File: config.mk
export PLATFORM = sky130hd
export DESIGN_NAME = ddo_ctrl
export DESIGN_NICKNAME = d
export VERILOG_FILES = /design/src/rtl/core/ddo_pkg.sv /design/src/rtl/core/ddo_ctrl.sv
export SDC_FILE = /design/constraint.sdc
export NUM_CORES = 1
export LEC_CHECK = 0
export BUFFER_PORTS_ARGS = -buffer_cell sky130_fd_sc_hd__buf_2
export CAP_MARGIN = 15
export CORE_AREA = 2 2 39 41
export CTS_CLUSTER_DIAMETER = 50
export DETAILED_ROUTE_END_ITERATION = 10
export DIE_AREA = 0 0 41 43
export GPL_TIMING_DRIVEN = 0
export MAX_ROUTING_LAYER = met4
export PLACE_DENSITY_LB_ADDON = 0.25
export SETUP_SLACK_MARGIN = 0.1
export SYNTH_ARGS = -nofsm -noshare
export SYNTH_HDL_FRONTEND = slang
export SYNTH_SLANG_ARGS = --single-unit
File: constraint.sdc
create_clock -name clk -period 2.25 [get_ports clk]
set_input_delay 0.225 -clock clk [delete_from_list [all_inputs] [get_ports clk]]
set_output_delay 0.225 -clock clk [all_outputs]
set_load 0.005 [all_outputs]
File: src/rtl/core/ddo_pkg.sv
// ----------------------------------------------------------------------------
// ddo_pkg
// Shared types, constants and helpers for the differential drive odometry.
// ----------------------------------------------------------------------------
package ddo_pkg;

	localparam int CORDIC_STEPS = 24;
	localparam int CORDIC_ITERS = (CORDIC_STEPS < 32) ? CORDIC_STEPS : 32;

	localparam logic [1:0] REG_TPR    = 2'd0;
	localparam logic [1:0] REG_RADIUS = 2'd1;
	localparam logic [1:0] REG_AXLE   = 2'd2;

	localparam logic [31:0] PI_Q28        = 32'd843314857;
	localparam logic [31:0] TWO_PI_Q28    = 32'd1686629714;
	localparam logic [31:0] HALF_PI_Q28   = 32'd421657428;
	localparam logic [33:0] CORDIC_GAIN   = 34'd652032874;
	localparam logic [50:0] RATE_K        = 51'd1686629714000000;
	localparam logic [31:0] RATE_K_LO     = RATE_K[31:0];
	localparam logic [18:0] RATE_K_HI     = RATE_K[50:32];
	localparam logic [29:0] PI_Q28_N      = PI_Q28[29:0];
	localparam logic [31:0] RECIP3        = 32'hAAAAAAAB;

	typedef struct packed {
		logic capture;
		logic delta;
		logic mul1;
		logic mul2;
		logic div_start;
		logic cor_h;
		logic fact;
		logic cor_a;
		logic mulm;
		logic mulxy;
		logic commit;
	} cmd_t;

	typedef struct packed {
		logic div_done;
		logic cor_done;
		logic out_free;
	} sts_t;

	function automatic logic [27:0] atan_q28(input logic [4:0] i);
		logic [27:0] r;
		unique case (i)
			5'd0: r = 28'd210828714;
			5'd1: r = 28'd124459457;
			5'd2: r = 28'd65760959;
			5'd3: r = 28'd33381290;
			5'd4: r = 28'd16755422;
			5'd5: r = 28'd8385879;
			5'd6: r = 28'd4193963;
			5'd7: r = 28'd2097109;
			5'd8: r = 28'd1048571;
			5'd9: r = 28'd524287;
			5'd10: r = 28'd262144;
			5'd11: r = 28'd131072;
			5'd12: r = 28'd65536;
			5'd13: r = 28'd32768;
			5'd14: r = 28'd16384;
			5'd15: r = 28'd8192;
			5'd16: r = 28'd4096;
			5'd17: r = 28'd2048;
			5'd18: r = 28'd1024;
			5'd19: r = 28'd512;
			5'd20: r = 28'd256;
			5'd21: r = 28'd128;
			5'd22: r = 28'd64;
			5'd23: r = 28'd32;
			5'd24: r = 28'd16;
			5'd25: r = 28'd8;
			5'd26: r = 28'd4;
			5'd27: r = 28'd2;
			5'd28: r = 28'd1;
			default: r = 28'd0;
		endcase
		return r;
	endfunction

	function automatic logic signed [31:0] wrap_angle(input logic signed [33:0] a);
		logic signed [33:0] r;
		r = a;
		if (r >= $signed({2'b00, PI_Q28}))
			r = r - $signed({2'b00, TWO_PI_Q28});
		if (r < -$signed({2'b00, PI_Q28}))
			r = r + $signed({2'b00, TWO_PI_Q28});
		return r[31:0];
	endfunction

	function automatic logic signed [31:0] sat32(input logic signed [40:0] v);
		logic signed [31:0] r;
		if (v > 41'sd2147483647)
			r = 32'sh7FFFFFFF;
		else if (v < -41'sd2147483648)
			r = 32'sh80000000;
		else
			r = v[31:0];
		return r;
	endfunction

endpackage

File: src/rtl/core/ddo_ctrl.sv
// ----------------------------------------------------------------------------
// ddo_ctrl
// Sequencer that steps one sample through the odometry datapath.
// ----------------------------------------------------------------------------
module ddo_ctrl (
	input  logic          clk,
	input  logic          arst_n,
	input  logic          in_valid,
	output logic          in_ready,
	output ddo_pkg::cmd_t cmd,
	input  ddo_pkg::sts_t sts
);

	localparam logic [3:0] ST_IDLE   = 4'd0;
	localparam logic [3:0] ST_DELTA  = 4'd1;
	localparam logic [3:0] ST_MUL1   = 4'd2;
	localparam logic [3:0] ST_MUL2   = 4'd3;
	localparam logic [3:0] ST_DIVGO  = 4'd4;
	localparam logic [3:0] ST_DIV    = 4'd5;
	localparam logic [3:0] ST_CORH   = 4'd6;
	localparam logic [3:0] ST_CORHW  = 4'd7;
	localparam logic [3:0] ST_FACT   = 4'd8;
	localparam logic [3:0] ST_CORA   = 4'd9;
	localparam logic [3:0] ST_CORAW  = 4'd10;
	localparam logic [3:0] ST_MULM   = 4'd11;
	localparam logic [3:0] ST_MULXY  = 4'd12;
	localparam logic [3:0] ST_COMMIT = 4'd13;

	logic [3:0] state_q;
	logic [3:0] state_d;

	assign in_ready = (state_q == ST_IDLE);

	always_comb begin
		state_d = state_q;
		cmd     = '0;
		unique case (state_q)
			ST_IDLE: begin
				if (in_valid) begin
					cmd.capture = 1'b1;
					state_d     = ST_DELTA;
				end
			end
			ST_DELTA: begin
				cmd.delta = 1'b1;
				state_d   = ST_MUL1;
			end
			ST_MUL1: begin
				cmd.mul1 = 1'b1;
				state_d  = ST_MUL2;
			end
			ST_MUL2: begin
				cmd.mul2 = 1'b1;
				state_d  = ST_DIVGO;
			end
			ST_DIVGO: begin
				cmd.div_start = 1'b1;
				state_d       = ST_DIV;
			end
			ST_DIV: begin
				if (sts.div_done)
					state_d = ST_CORH;
			end
			ST_CORH: begin
				cmd.cor_h = 1'b1;
				state_d   = ST_CORHW;
			end
			ST_CORHW: begin
				if (sts.cor_done)
					state_d = ST_FACT;
			end
			ST_FACT: begin
				cmd.fact = 1'b1;
				state_d  = ST_CORA;
			end
			ST_CORA: begin
				cmd.cor_a = 1'b1;
				state_d   = ST_CORAW;
			end
			ST_CORAW: begin
				if (sts.cor_done)
					state_d = ST_MULM;
			end
			ST_MULM: begin
				cmd.mulm = 1'b1;
				state_d  = ST_MULXY;
			end
			ST_MULXY: begin
				cmd.mulxy = 1'b1;
				state_d   = ST_COMMIT;
			end
			ST_COMMIT: begin
				if (sts.out_free) begin
					cmd.commit = 1'b1;
					state_d    = ST_IDLE;
				end
			end
			default: state_d = ST_IDLE;
		endcase
	end

	always_ff @(posedge clk or negedge arst_n) begin
		if (!arst_n)
			state_q <= ST_IDLE;
		else
			state_q <= state_d;
	end

endmodule

==> metrics.txt, run 1 <==
# TYPE chip_impl_metric gauge
chip_impl_metric{name="placer_congestion_estimate",unit=""} 0.746
chip_impl_metric{name="fin_crit_sh",unit="%"} 75.0
chip_impl_metric{name="vias_after_detailed_routing",unit=""} 420
chip_impl_info{name="path_delay_family",value="buffers and inverters"} 1
chip_impl_info{name="cts_tree",value="built"} 1
chip_impl_info{name="rsz0062_at_grt",value="false"} 1
chip_impl_metric{name="area_of_combinational_cells_with_multiple_inputs",unit="um^2"} 258
chip_impl_metric{name="largest_net_degree_at_the_start_of_global_routing",unit=""} 11
chip_impl_metric{name="total_leakage_power",unit="nW"} 0.253
chip_impl_metric{name="io_pins",unit=""} 18
chip_impl_metric{name="postSynthAreaPerCell",unit="um^2"} 7.34
chip_impl_metric{name="setup-violations-final",unit=""} 0
chip_impl_metric{name="post_cts_resized",unit=""} 0
chip_impl_metric{name="vdd_ir_drop_max",unit="uV"} 410
chip_impl_metric{name="max_stage_delay",unit="ns"} 0.34
chip_impl_metric{name="drt_first_iter_violations",unit=""} 6
chip_impl_metric{name="grt_remaining_overflow",unit=""} 0
chip_impl_metric{name="setup-tns-final",unit="ns"} 0
chip_impl_metric{name="synth-adder-area-share",unit="%"} 2.62
chip_impl_metric{name="first_global_vias",unit=""} 414
chip_impl_metric{name="finalWirelength",unit="um"} 862
chip_impl_info{name="cts.root.buffer_cell",value="sky130_fd_sc_hd__clkbuf_4"} 1
chip_impl_info{name="max_flop_register",value="state_q"} 1
chip_impl_metric{name="standard_cell_core_area",unit="um^2"} 1380
chip_impl_metric{name="synth_compound_gate_area_share",unit="%"} 18.4
chip_impl_metric{name="yosys.area_share.xor_xnor",unit="%"} 0
chip_impl_metric{name="cts_buffer_depth",unit=""} 2
chip_impl_info{name="final_common_cell",value="sky130_fd_sc_hd__buf_2"} 1
chip_impl_info{name="worst_r2r_startpoint",value="state_q[1]$_DFFE_PN0P_"} 1
chip_impl_metric{name="antenna_violations_before_repair",unit=""} 0
chip_impl_metric{name="cts-htree-levels",unit=""} 1
chip_impl_metric{name="p_seq_share",unit="%"} 20.7
chip_impl_metric{name="report.final.slew_viol_count",unit=""} 0
chip_impl_metric{name="clkLatencyLatePin",unit="ns"} 0.24
chip_impl_metric{name="dr.pass1.iters",unit=""} 4
chip_impl_info{name="largest_registers",value="state_q x4"} 1
chip_impl_metric{name="die_w",unit="um"} 41
chip_impl_metric{name="comb_power_share",unit="%"} 66.4
chip_impl_metric{name="number_of_unique_standard_cell_types_used_by_synthesis",unit=""} 23
chip_impl_metric{name="max-slew-margin-rel",unit="%"} 73.5
chip_impl_metric{name="grt_util_all_layers",unit="%"} 13.2
chip_impl_metric{name="drt-wirelength-per-cell",unit="um"} 9.69
chip_impl_metric{name="number_of_buffers_and_inverters_on_the_critical_path",unit=""} 3
chip_impl_metric{name="number_of_hold_repair_buffers_added_at_the_cts_stage",unit=""} 1
chip_impl_info{name="start_point_of_the_critical_path",value="state_q[2]$_DFFE_PN0P_"} 1
chip_impl_metric{name="switching_share",unit="%"} 45.1
chip_impl_info{name="run_status",value="complete, no violations"} 1
chip_impl_metric{name="ys_seq_elements",unit=""} 4
chip_impl_metric{name="area.sequential",unit="um^2"} 100
chip_impl_metric{name="final_layout_size_suffix_gt1_share",unit="%"} 31.5
chip_impl_metric{name="global_route_wire_length_before_repair",unit="mm"} 1.57
chip_impl_info{name="worstHoldPathType",value="in2async"} 1
chip_impl_metric{name="synth.area.mux_share",unit="%"} 10.5
chip_impl_metric{name="synth_sequential_area_ratio",unit="%"} 26.2
chip_impl_metric{name="synth_simple_gate_area_share",unit="%"} 36.1
chip_impl_metric{name="final_hold_vios",unit=""} 0
chip_impl_metric{name="tightestPinTransition",unit="ns"} 0.398
chip_impl_metric{name="syn_inst",unit=""} 52
chip_impl_metric{name="area_growth",unit="%"} 36.1
chip_impl_metric{name="clkPwrFrac",unit="%"} 12.9
chip_impl_info{name="dominant_combinational_cell_family_by_area_after_synthesis",value="simple AND/OR/NAND/NOR gates"} 1
chip_impl_info{name="crit_path_top_delay_cell",value="sky130_fd_sc_hd__buf_1"} 1
chip_impl_metric{name="timing.final.crit_period",unit="ns"} 1.69
chip_impl_metric{name="timing.clock.skew",unit="ns"} 0.00135
chip_impl_metric{name="die-height",unit="um"} 43
chip_impl_metric{name="worst_setup_hold_path_clk_slew",unit="ns"} 0.04
chip_impl_metric{name="worstPathArrival",unit="ns"} 1.46
chip_impl_info{name="timing.critical_path.mode_cell",value="sky130_fd_sc_hd__buf_2"} 1
chip_impl_info{name="crit_path_end_kind",value="output port"} 1
chip_impl_metric{name="n_fill_cell",unit=""} 160
chip_impl_metric{name="antenna_cells_inserted",unit=""} 0
chip_impl_metric{name="fp.dieArea",unit="um^2"} 1760
chip_impl_metric{name="drc",unit=""} 0
chip_impl_metric{name="cts.repair_timing.setup_buffer_count",unit=""} 0
chip_impl_metric{name="cts_inserted_buffers",unit=""} 3
chip_impl_metric{name="power-per-cell-area",unit="nW/um^2"} 1330
chip_impl_metric{name="timing.critical_path.fanout_max",unit=""} 10
chip_impl_metric{name="drt.antenna.violating_nets",unit=""} 0
chip_impl_metric{name="fmax",unit="MHz"} 593
chip_impl_info{name="startpoint_type",value="flop"} 1
chip_impl_info{name="crit_path_cell_trace",value="buf_2 > buf_1 > nand2_1 > nor3_1 > buf_2"} 1
chip_impl_metric{name="p_int",unit="uW"} 379
chip_impl_metric{name="routed_via_density",unit=""} 4.72
chip_impl_metric{name="synth.yosys.warnings",unit=""} 0
chip_impl_metric{name="buffer_ports.inserted",unit=""} 17
chip_impl_metric{name="syn-cell-area",unit="um^2"} 382
chip_impl_info{name="layout.cells.most_common_list",value="18 x sky130_fd_sc_hd__buf_2, 6 x sky130_fd_sc_hd__nand2b_1, 6 x sky130_fd_sc_hd__nor3_1"} 1
chip_impl_metric{name="fp-row-count",unit=""} 14
chip_impl_metric{name="initial_standard_cell_utilization_of_the_core",unit="%"} 27.6
chip_impl_metric{name="drv.max_cap_violation_count",unit=""} 0
chip_impl_metric{name="power.switching",unit="uW"} 312
chip_impl_metric{name="tritoncts_num_sinks",unit=""} 4
chip_impl_metric{name="timing.critical_path.required",unit="ns"} 2.03
chip_impl_info{name="worst_path_class_setup",value="reg2out"} 1
chip_impl_metric{name="number_of_flip_flops_under_the_largest_register_name",unit=""} 4
chip_impl_metric{name="total_power",unit="uW"} 692
chip_impl_metric{name="synth_fp_nets",unit=""} 58
chip_impl_metric{name="final_net_count",unit=""} 81
-- Yosys cell counts --
cell type,n,area (um^2)
sky130_fd_sc_hd__nor3_1,6,30.0
sky130_fd_sc_hd__nor4_1,1,6.26
sky130_fd_sc_hd__a32o_1,1,10.0
sky130_fd_sc_hd__a21oi_1,2,10.0
sky130_fd_sc_hd__clkbuf_1,3,11.3
sky130_fd_sc_hd__maj3_1,1,10.0
sky130_fd_sc_hd__dfrtp_1,4,100
sky130_fd_sc_hd__nor2b_1,3,18.8
sky130_fd_sc_hd__o21ai_0,3,15.0
sky130_fd_sc_hd__nand3_1,1,5.00
sky130_fd_sc_hd__buf_1,1,3.75
sky130_fd_sc_hd__a32oi_1,1,8.76
sky130_fd_sc_hd__mux2i_1,1,10.0
sky130_fd_sc_hd__a31oi_1,2,12.5
sky130_fd_sc_hd__nor2_1,5,18.8
sky130_fd_sc_hd__o22ai_1,1,6.26
sky130_fd_sc_hd__nand2b_1,6,37.5
sky130_fd_sc_hd__nand2_1,4,15.0
sky130_fd_sc_hd__inv_1,1,3.75
sky130_fd_sc_hd__mux2_4,2,30.0
sky130_fd_sc_hd__buf_2,1,5.00
sky130_fd_sc_hd__and2_1,1,6.26
sky130_fd_sc_hd__a21o_1,1,7.51
-- power by group through the flow --
stage	Sequential (mW)	Combinational [mW]	Clock [mW]
floorplan	0.135	0.355	0
global placement	0.145	0.466	0
detailed placement	0.142	0.463	0
CTS	0.142	0.466	0.0924
global route	0.150	0.523	0.0948
finish	0.143	0.459	0.0892
-- path summary, 6_finish.rpt --
path	end	slack, ns	cells after the start
max	cmd[1]	0.56	5
min	state_q[0]$_DFFE_PN0P_	0.32	2
max reg2reg	state_q[3]$_DFFE_PN0P_	0.70	4
min reg2reg	state_q[1]$_DFFE_PN0P_	0.78	4
max in group asynchronous	state_q[2]$_DFFE_PN0P_	1.81	2
min in group clk	state_q[1]$_DFFE_PN0P_	0.35	4
-- through the flow --
| stage | setup slack (ns) | util [%] | cell area, um^2 | hold slack [ns] | instances |
|---|---|---|---|---|---|
| 6_report | 0.563 | 37.5 | 519 | 0.324 | 89 |
| 5_1_grt | 0.326 | 37.5 | 519 | 0.346 | 89 |
| 4_1_cts | 0.539 | 37.5 | 519 | 0.317 | 89 |
| 3_5_place_dp | 0.698 | 35.2 | 487 | 0.0328 | 85 |
| 3_3_place_gp | 0.665 | 35.2 | 487 | 0.0297 | 85 |
| 2_1_floorplan | 0.699 | - | 382 | -0.0706 | 52 |
-- logic make-up after synthesis --
family / Yosys count
muxes: 3
DFF: 4
adders and majority gates: 1
buffers and inverters: 6
and+or+nand+nor: 27
AOI/OAI and AO/OA: 11
-- cell type report --
type / count / share of cell area, %
multi-input cells: 42 / 49.6
flip-flops and latches: 4 / 19.3
repair buffers: 18 / 18.3
clock buffers: 3 / 4.34
plain buffers: 5 / 3.86
well taps: 16 / 3.86
inverters: 1 / 0.723
-- layer usage --
layer / vias up / GRT usage [%] / routed length [um]
met5: - / - / 0
met4: 0 / 8.00 / 17
met3: 2 / 3.14 / 37
met2: 8 / 19.4 / 416
met1: 183 / 15.6 / 391
li1: 227 / - / -
Note: power is estimated with default switching activity, not from simulation.
==> run 2, diff against run 1 <==
==> constraint.sdc (replaced) <==
create_clock -name clk -period 1.4 [get_ports clk]
set_input_delay 0.14 -clock clk [delete_from_list [all_inputs] [get_ports clk]]
set_output_delay 0.14 -clock clk [all_outputs]
set_load 0.005 [all_outputs]
==> metrics.txt, run 2 (synthesis gave the netlist of run 1 again) <==
# TYPE chip_impl_metric gauge
chip_impl_info{name="run_status",value="finished with violations"} 1
chip_impl_info{name="violations_in_the_final_reports",value="negative setup slack"} 1
chip_impl_metric{name="timing.critical_path.fanout_max",unit=""} 5
chip_impl_info{name="layout.cells.most_common_list",value="17 x sky130_fd_sc_hd__buf_2, 6 x sky130_fd_sc_hd__buf_4, 5 x sky130_fd_sc_hd__nor3_2"} 1
chip_impl_metric{name="cts-htree-levels",unit=""} 1
chip_impl_metric{name="fin_crit_sh",unit="%"} 107
chip_impl_metric{name="global_route_wire_length_before_repair",unit="mm"} 1.96
chip_impl_metric{name="fp.dieArea",unit="um^2"} 1760
chip_impl_metric{name="final_layout_size_suffix_gt1_share",unit="%"} 61.7
chip_impl_metric{name="power-per-cell-area",unit="nW/um^2"} 2350
chip_impl_metric{name="fp-row-count",unit=""} 14
chip_impl_info{name="worstReg2RegEnd",value="state_q[3]$_DFFE_PN0P_"} 1
chip_impl_metric{name="dp_slack",unit="ns"} -0.0991
chip_impl_metric{name="number_of_flip_flops_under_the_largest_register_name",unit=""} 4
chip_impl_metric{name="drt_first_iter_violations",unit=""} 7
chip_impl_metric{name="worstPathArrival",unit="ns"} 1.63
chip_impl_metric{name="drt-wirelength-per-cell",unit="um"} 11.6
chip_impl_metric{name="setup-violations-final",unit=""} 5
chip_impl_metric{name="grt_remaining_overflow",unit=""} 0
chip_impl_metric{name="timing.critical_path.required",unit="ns"} 1.52
chip_impl_metric{name="report.final.slew_viol_count",unit=""} 0
chip_impl_metric{name="final_hold_vios",unit=""} 0
chip_impl_metric{name="drt.antenna.violating_nets",unit=""} 0
chip_impl_metric{name="placer_congestion_estimate",unit=""} 0.777
chip_impl_metric{name="placed_cells_incl_taps",unit=""} 85
chip_impl_metric{name="first_global_vias",unit=""} 458
chip_impl_metric{name="post-route-cell-area",unit="um^2"} 713
chip_impl_metric{name="area_growth",unit="%"} 86.9
chip_impl_info{name="rsz0062_at_grt",value="true"} 1
chip_impl_metric{name="initial_standard_cell_utilization_of_the_core",unit="%"} 27.6
chip_impl_metric{name="clkLatencyLatePin",unit="ns"} 0.24
chip_impl_metric{name="die_w",unit="um"} 41
chip_impl_metric{name="cts_inserted_buffers",unit=""} 3
chip_impl_metric{name="buffer_ports.inserted",unit=""} 17
chip_impl_info{name="startpoint_type",value="flop"} 1
chip_impl_info{name="crit_path_end_kind",value="flop"} 1
chip_impl_metric{name="final_core_utilization",unit="%"} 51.5
chip_impl_metric{name="grt_util_all_layers",unit="%"} 17.6
chip_impl_metric{name="regToRegSetupSlack",unit="ns"} -0.10
chip_impl_metric{name="die-height",unit="um"} 43
chip_impl_metric{name="cts_buffer_depth",unit=""} 2
chip_impl_metric{name="placement.cell_area",unit="um^2"} 502
chip_impl_metric{name="hpwl",unit="um"} 710
chip_impl_metric{name="setup-tns-final",unit="ns"} -0.284
chip_impl_metric{name="tightestPinTransition",unit="ns"} 0.239
chip_impl_metric{name="timing.final.crit_period",unit="ns"} 1.50
chip_impl_info{name="crit_path_cell_trace",value="nor4_4 > a32o_1 > a21o_1 > mux2_4"} 1
chip_impl_info{name="path_delay_family",value="flip-flops"} 1
chip_impl_metric{name="timing.clock.skew",unit="ns"} 0.00337
chip_impl_metric{name="standard_cell_core_area",unit="um^2"} 1380
chip_impl_metric{name="reg2reg_depth",unit=""} 4
chip_impl_metric{name="routed_via_density",unit=""} 4.89
chip_impl_metric{name="tritoncts_num_sinks",unit=""} 4
chip_impl_metric{name="finalWirelength",unit="mm"} 1.12
chip_impl_info{name="worst_path_class_setup",value="reg2reg"} 1
chip_impl_metric{name="antenna_violations_before_repair",unit=""} 0
chip_impl_info{name="worstHoldPathType",value="in2async"} 1
chip_impl_metric{name="dr.pass1.iters",unit=""} 4
chip_impl_metric{name="number_of_buffers_and_inverters_on_the_critical_path",unit=""} 0
chip_impl_metric{name="antenna_cells_inserted",unit=""} 0
chip_impl_metric{name="drv.max_cap_violation_count",unit=""} 0
chip_impl_info{name="largest_registers",value="state_q x4"} 1
chip_impl_metric{name="worst_setup_hold_path_clk_slew",unit="ns"} 0.04
chip_impl_metric{name="fin_worst_hold_slack",unit="ns"} 0.229
chip_impl_info{name="cts.root.buffer_cell",value="sky130_fd_sc_hd__clkbuf_4"} 1
chip_impl_metric{name="drc",unit=""} 0
chip_impl_info{name="start_point_of_the_critical_path",value="state_q[1]$_DFFE_PN0P_"} 1
chip_impl_info{name="max_flop_register",value="state_q"} 1
chip_impl_info{name="worst_r2r_startpoint",value="state_q[1]$_DFFE_PN0P_"} 1
chip_impl_metric{name="io_pins",unit=""} 18
chip_impl_info{name="final_common_cell",value="sky130_fd_sc_hd__buf_2"} 1
chip_impl_metric{name="non_filler_instance_count_after_layout",unit=""} 97
chip_impl_metric{name="final_net_count",unit=""} 89
chip_impl_metric{name="total_power",unit="mW"} 1.68
chip_impl_metric{name="total_leakage_power",unit="nW"} 0.351
chip_impl_metric{name="max_stage_delay",unit="ns"} 0.44
chip_impl_metric{name="vias_after_detailed_routing",unit=""} 474
chip_impl_info{name="cts_tree",value="built"} 1
chip_impl_metric{name="fmax",unit="MHz"} 665
chip_impl_info{name="crit_path_top_delay_cell",value="sky130_fd_sc_hd__dfrtp_2"} 1
chip_impl_metric{name="layout_setup_ws",unit="ns"} -0.105
chip_impl_metric{name="largest_net_degree_at_the_start_of_global_routing",unit=""} 11
chip_impl_metric{name="max-slew-margin-rel",unit="%"} 83.9
chip_impl_metric{name="vdd_ir_drop_max",unit="uV"} 994
[run 2: cell count changes in the layout (fill, tap and decap cells not counted), moves of 2 or more]
cell                       delta
sky130_fd_sc_hd__buf_4        +6
sky130_fd_sc_hd__nor3_1       -5
sky130_fd_sc_hd__nor3_2       +5
sky130_fd_sc_hd__buf_6        +3
sky130_fd_sc_hd__clkbuf_1     -3
sky130_fd_sc_hd__dfrtp_1      -3
sky130_fd_sc_hd__dfrtp_2      +3
sky130_fd_sc_hd__nand2b_1     -3
sky130_fd_sc_hd__nand2b_4     +3
sky130_fd_sc_hd__buf_8        +2
sky130_fd_sc_hd__nand2_1      -2
sky130_fd_sc_hd__nand2_4      +2
[run 2: power by group]
group	leakage (nW)	switching, mW	internal [mW]
Sequential	0.0445	0.0919	0.184
Clock	0.0138	0.0548	0.0964
Combinational	0.293	0.572	0.680
Total	0.351	0.718	0.961
[run 2: worst max-delay path by stage]
stage,end,cells past startpoint
floorplan,state_q[0]$_DFFE_PN0P_,4
global route,state_q[3]$_DFFE_PN0P_,4
CTS,state_q[3]$_DFFE_PN0P_,4
finish,state_q[3]$_DFFE_PN0P_,4
detailed placement,state_q[3]$_DFFE_PN0P_,4
global placement,state_q[3]$_DFFE_PN0P_,4
[run 2: final cells by class]
class                   instances  area, um^2
flip-flops and latches          4         104
well taps                      16        20.0
fillers                       123         671
clock buffers                   3        22.5
plain buffers                   5        66.3
inverters                       1        3.75
multi-input cells              42         338
repair buffers                 26         159
[run 2: routing by layer]
layer	part of all wire (%)	vias up	wire length (um)	global-route usage [%]
met5	0	-	0	-
li1	-	243	-	-
met3	5.1	3	57	6.81
met2	51	13	567	24.4
met1	42	215	474	19.6
met4	1.9	0	21	12.7
[run 2: what timing repair did]
action                                  4_1_cts  5_1_grt
cloned                                        1        0
resized for setup                            29        4
buffers inserted                              6        1
hold endpoints to repair                      4        0
pin swaps                                     6        1
hold buffers                                  1        0
endpoints found under the setup margin       16       15
